===== src/hw/rtl/chm_pkg.sv =====
// ----------------------------------------------------------------------------
// chm_pkg
// Shared widths, operation codes and status codes for the chained hash map.
// ----------------------------------------------------------------------------
package chm_pkg;

  // fixed field widths
  localparam int HASH_W  = 32;
  localparam int CFG_W   = 9;
  localparam int COUNT_W = 11;
  localparam int OP_W    = 2;
  localparam int ST_W    = 2;

  // reset bucket count
  localparam logic [CFG_W-1:0] CFG_BUCKETS_RST = 9'd199;

  typedef enum logic [OP_W-1:0] {
    OP_SET = 2'd0,
    OP_GET = 2'd1,
    OP_DEL = 2'd2
  } op_t;

  typedef enum logic [ST_W-1:0] {
    ST_OK        = 2'd0,
    ST_NOT_FOUND = 2'd1,
    ST_FULL      = 2'd2
  } status_t;

endpackage


===== src/hw/rtl/chm_mod_unit.sv =====
// ----------------------------------------------------------------------------
// chm_mod_unit
// Iterative restoring remainder: hash modulo bucket count, one bit per cycle.
// ----------------------------------------------------------------------------
module chm_mod_unit
  import chm_pkg::*;
(
  input  logic             clk,
  input  logic             rst_n,
  input  logic             start,
  input  logic [HASH_W-1:0] dividend,
  input  logic [CFG_W-1:0]  divisor,
  output logic             done,
  output logic [CFG_W-1:0]  rem
);

  localparam int CNT_W = $clog2(HASH_W);

  logic              busy_r;
  logic [CNT_W-1:0]  cnt_r;
  logic [HASH_W-1:0] quo_r;
  logic [CFG_W-1:0]  dsr_r;
  logic [CFG_W-1:0]  rem_r;
  logic              done_r;
  logic [CFG_W:0]    trial;
  logic [CFG_W:0]    diff;

  // shift in next dividend bit, subtract when it fits
  assign trial = {rem_r, quo_r[HASH_W-1]};
  assign diff  = trial - {1'b0, dsr_r};

  always_ff @(posedge clk) begin
    if (!rst_n) begin
      busy_r <= 1'b0;
      done_r <= 1'b0;
      cnt_r  <= '0;
    end else begin
      done_r <= 1'b0;
      if (start) begin
        busy_r <= 1'b1;
        cnt_r  <= '0;
        quo_r  <= dividend;
        dsr_r  <= divisor;
        rem_r  <= '0;
      end else if (busy_r) begin
        quo_r <= {quo_r[HASH_W-2:0], 1'b0};
        if (trial >= {1'b0, dsr_r}) begin
          rem_r <= diff[CFG_W-1:0];
        end else begin
          rem_r <= trial[CFG_W-1:0];
        end
        cnt_r <= cnt_r + CNT_W'(1);
        if (cnt_r == CNT_W'(HASH_W - 1)) begin
          busy_r <= 1'b0;
          done_r <= 1'b1;
        end
      end
    end
  end

  assign done = done_r;
  assign rem  = rem_r;

endmodule


===== config.mk =====
export PLATFORM = sky130hd
export DESIGN_NAME = chm_mod_unit
export DESIGN_NICKNAME = d
export VERILOG_FILES = /design/src/hw/rtl/chm_pkg.sv /design/src/hw/rtl/chm_mod_unit.sv
export SDC_FILE = /design/constraint.sdc
export NUM_CORES = 1
export LEC_CHECK = 0
export BUFFER_PORTS_ARGS = -buffer_cell sky130_fd_sc_hd__clkbuf_2
export CAP_MARGIN = 20
export CELL_PAD_IN_SITES_DETAIL_PLACEMENT = 2
export CELL_PAD_IN_SITES_GLOBAL_PLACEMENT = 2
export CORE_UTILIZATION = 34
export DETAILED_ROUTE_END_ITERATION = 8
export GPL_TIMING_DRIVEN = 0
export PLACE_DENSITY_LB_ADDON = 0.1
export SETUP_SLACK_MARGIN = 0.4
export SYNTH_ARGS = -nofsm -noshare
export SYNTH_HDL_FRONTEND = slang
export SYNTH_SLANG_ARGS = --single-unit

===== constraint.sdc =====
create_clock -name clk -period 2.8 [get_ports clk]
set_clock_uncertainty 0.2 [all_clocks]
set_input_delay 0.84 -clock clk [delete_from_list [all_inputs] [get_ports clk]]
set_output_delay 0.84 -clock clk [all_outputs]
set_load 0.03 [all_outputs]

==> Yosys cells after proc, flatten, opt, wreduce, memory -nomap -nowiden <==
Index checks and enable logic that the tools add are counted.
Widths: inputs -> output; s select.
{ "classes": {"mul": 0, "n_shift": 0, "n_lt_le_gt_ge": 1, "bitwise": 2, "eq_ne": 1, "n_div": 0, "n_reduce_logical": 5, "addsub": 2, "n_mux": 8} }
{ "ops": {"columns": ["cell", "count"], "rows": [
  ["$mux 32", 2],
  ["$mux 9", 2],
  ["$ge 10x9->1", 1],
  ["$sub 9x9->9", 1],
  ["$add 5x1->5 const B", 1],
  ["$eq 5x5->1 const B", 1],
  ["$mux 1", 4],
  ["$reduce_and 2->1", 2],
  ["$reduce_or 3->1", 1],
  ["$not 1->1", 2],
  ["$reduce_bool 2->1", 1],
  ["$reduce_or 2->1", 1]
]} }
{ "word_totals": {"latch_bits": 0, "inputBits": 44, "ram_bits": 0, "memories": 0, "rom_bits": 0, "reg_bits": 57, "word_cells": 25} }

==> Longest topological paths before layout <==
{ "logic_depth": {"word_depth": 4, "ltp_mapped": 9, "ltp_nobuf": 9} }

==> Worst setup path after synthesis <==
No wires, ideal clock.
{ "synth_path": {"path_type": "register -> register", "start": "reg rem_r[6] (netlist: rem[6])", "end": "reg rem_r[6] (netlist: rem[6]), data pin", "setup_ns": 0.190, "arrival_time_ns": 2.335, "path_slack_ns": 0.074, "path_stages_with_launch": 7, "period_less_slack_ns": 2.726, "required_ns": 2.410, "cell_sequence": "edfxtp_1 ha_1 a21o_1 a211o_1 nor2_1 mux2_1 a2111oi_2"} }
{ "synth_between": {"elab_chain_cells": 3} }
{ "synth_lines": {"columns": ["element", "line", "source"], "rows": [
  ["from (decl)", "chm_mod_unit.sv:23", "logic [CFG_W-1:0] rem_r;"],
  ["from (signal assigned)", "chm_mod_unit.sv:48", "rem_r <= diff[CFG_W-1:0];"],
  ["from (signal assigned)", "chm_mod_unit.sv:50", "rem_r <= trial[CFG_W-1:0];"],
  ["$ge 10x9->1", "chm_mod_unit.sv:47", "if (trial >= {1'b0, dsr_r}) begin"],
  ["$mux 9", "chm_mod_unit.sv:47", null],
  ["$mux 9", "chm_mod_unit.sv:45", "end else if (busy_r) begin"]
]} }
Every way passes these cells. The select of a mux whose other input is x is not followed.
A chain may end at the register's enable or synchronous reset.

==> Final worst setup path <==
{ "layout_path": {"start": "reg rem_r[6] (netlist: rem[6])", "end": "reg rem_r[1] (netlist: rem[1]), data pin"} }
The elaborated chain is that of the path after synthesis.

==> metrics.yaml <==
wl_per_cell_microns: 18.0
multiInputGateArea_sq_um: 1290
rows: 32
maxCapViolCount: 0
synth_nets: 262
remaining_drc_errors: 0
cts_sinks: 57
viasPerCell: 4.96
wirelength_microns: 7150
relSlewSlack: 0.599
clk_latency_ps: 340
cp.required_ps: 2680
dpl_cell_area_sq_um: 3240
fmax_mhz: 390
critPathKind: "reg -> reg"
synth_top_area_cell: "edfxtp_1"
grt_pass1_wl_microns: 10800
regArea_sq_um: 1640
num_vias: 1976
rrSetupSlack_ps: 240
rsz0062_at_grt: "yes"
initial_utilization: 0.359
ir_drop_mv: 0.309
synth_top_family_by_area: "multiplexers"
crit_chain: "ha_4 > a21o_1 > a211o_4 > buf_4 > a211oi_4 > buf_6 > mux2i_1 > nor2_1"
htreeDepth: 3
dieArea_sq_um: 8640
cp-start-kind: "flop"
first_pass_iters: 4
ys_seq_area_frac: 0.583
worst_slew_pin_slew_ps: 601
hold_buffers: 0
io_buffers: 52
slew_violations: 0
cts_buffer_depth: 2
synth_simple_gate_area_frac: 0.0898
syn_area_sq_um: 2810
status: "completed"
design_area_sq_um: 3770
cts.reportedPaths.clkPinSlew_ps: 70
core_sq_um: 7850
detail-route-antenna-nets: 0
grt-ovfl-total: 0
whs_ps: 309
cp_data_arrival_time_ps: 2440
dp_hpwl_microns: 4480
cts_tree: "built"
grt_usage: 0.168
dp.cells: 360
fin_crit_ps: 2560
layout-drive-gt1-share: 0.514
antenna_found_initial: 0
die_w_microns: 93.0
muxShareOfSynthArea: 0.146
synth_fa_ha_area_frac: 0.0560
drt_iter0_markers: 49
min_path_type: "reg -> reg"
die_h_microns: 93.0
ys_warn_count: 0
clockRootBuffer: "clkbuf_8"
cts-buffers-inserted: 9
fillCellCount: 816
synth.distinct_cells: 43
place_congestion: 0.704
area_delta_synth_final_pct: 34.0
slowest_stage: "edfxtp_1"
final_core_util: 0.480
cp-end-kind: "flop"
synth-seq-cells: 57
hold_viol: 0
cp_max_fo: 4
syn_avg_cell_area_sq_um: 13.7
grt_max_degree: 43
synth_area_leaders: "edfxtp_1 53%, mux2_2 12%, dfxtp_1 5.0%, ha_1 4.9%, a21oi_1 1.8%"
synth_xor_area_frac: 0.0156
synth_compound_gate_area_share: 0.0854
grt_pass1_vias: 2074
leakagePower_nw: 1.49
synthCells: 206
nNetsFinal: 347
diodes: 0
layoutNonFillerInstCount: 398
p_per_area_nw_per_um2: 619
setup-violations-final: 0
io_pins: 54
tns_ps: 0
finalCritPeriodShare: 0.915
synth_top_cell_area_share: 0.534
slowest_delay_ps: 470
-- power by group --
| part | total [W] | internal (W) | leakage [nW] | switching [W] |
|---|---|---|---|---|
| registers | 0.00103 | 0.000997 | 0.534 | 0.0000305 |
| clock network | 0.000772 | 0.000409 | 0.0909 | 0.000363 |
| logic | 0.000533 | 0.000262 | 0.867 | 0.000271 |
-- metal layers --
metal | track usage | part of all wire | vias to the layer above
met4 | 0.0474 | 0.0074 | 0
met2 | 0.292 | 0.53 | 36
met1 | 0.192 | 0.42 | 994
li1 | - | - | 941
met3 | 0.0642 | 0.047 | 5
met5 | 0 | 0 | -
-- sequential cells by signal, indices dropped and copies added (netlist names) --
name    cells
quo_r      32
dsr_r       9
rem         9
cnt_r       5
busy_r      1
done        1
-- final timing paths --
check,startpoint,end,depth (start not counted)
min reg2reg,cnt_r[4],cnt_r[4],2
max,rem[6],rem[1],8
max reg2reg,rem[6],rem[1],8
min,cnt_r[4],cnt_r[4],2
-- worst max-delay path, delay by kind of cell, from the launching register on --
kind / cells / cell delay (ps)
adders and majority gates: 1 / 290
DFF: 1 / 470
and+or+nand+nor: 1 / 50
AOI/OAI and AO/OA: 3 / 790
muxes: 1 / 190
buffers and inverters: 2 / 310
-- Yosys cell counts --
cell type	instances
a211oi_2	1
o21ai_4	1
o31ai_1	1
fa_1	1
nand4_1	3
o211ai_1	1
o21a_1	1
or3b_2	1
a211oi_1	1
nor3_4	1
nand3_2	1
mux2_2	31
a2111oi_2	1
mux2_1	1
a211o_1	2
nand3_1	1
clkbuf_1	6
a22o_1	1
and3_2	2
nor3_1	4
a21oi_1	10
or4b_1	1
edfxtp_1	50
o211ai_2	1
xnor2_1	2
nand2b_1	3
and2_0	1
a211o_2	1
a21o_1	2
nand3b_1	1
inv_1	12
dfxtp_1	7
and3_1	2
and2_1	2
nand2_1	8
a21boi_0	1
mux2i_1	5
nor2_1	13
nor2b_1	2
a211oi_4	1
xor2_1	3
ha_1	11
o21ai_0	5
-- layout by cell type, fill, tap and decap left out, types with 2 or more instances in the layout --
cell type / count
inv_2: 2
nand2_1: 7
nor2b_1: 2
and3_2: 2
ha_4: 8
dfxtp_1: 7
xor2_1: 3
edfxtp_1: 50
a21oi_1: 10
a211o_4: 2
ha_1: 3
a211oi_4: 2
nand4_1: 3
nor3_1: 3
o21ai_0: 5
mux2_2: 31
clkbuf_8: 9
mux2i_1: 5
buf_6: 5
nand2b_1: 3
nor2_1: 12
clkinv_1: 2
clkinvlp_4: 2
inv_1: 10
nor3_4: 2
a21o_1: 2
xnor2_1: 2
clkbuf_2: 54
and3_1: 2
clkbuf_1: 4
buf_4: 17
-- through the flow --
step | total power [W] | worst slack (ps)
2_1_floorplan | 0.00132 | 176
3_3_place_gp | 0.00142 | 40.2
3_5_place_dp | 0.00144 | -20.5
4_1_cts | 0.00229 | 218
5_1_grt | 0.00243 | 172
6_report | 0.00233 | 237
-- area by class of cell --
cell class	instances	share of cell area
Timing Repair Buffer	74	0.118
Multi-Input combinational cell	131	0.343
Tap cell	102	0.0339
Clock inverter	7	0.0186
Sequential cell	57	0.435
Inverter	12	0.0119
Clock buffer	9	0.0329
Buffer	6	0.00664
-- logic make-up after synthesis --
kind of cell / Yosys count
mux: 37
buf+inv: 18
fa+ha+maj: 12
xor+xnor: 5
compound gates: 31
simple gates: 46
flops: 57
-- what timing repair did --
action                     CTS  global route
resized for setup           20            16
cloned                       0             0
setup buffers               11            11
pin swaps                   11            12
setup endpoints to repair   25            27
Note: power is estimated with default switching activity, not from simulation.
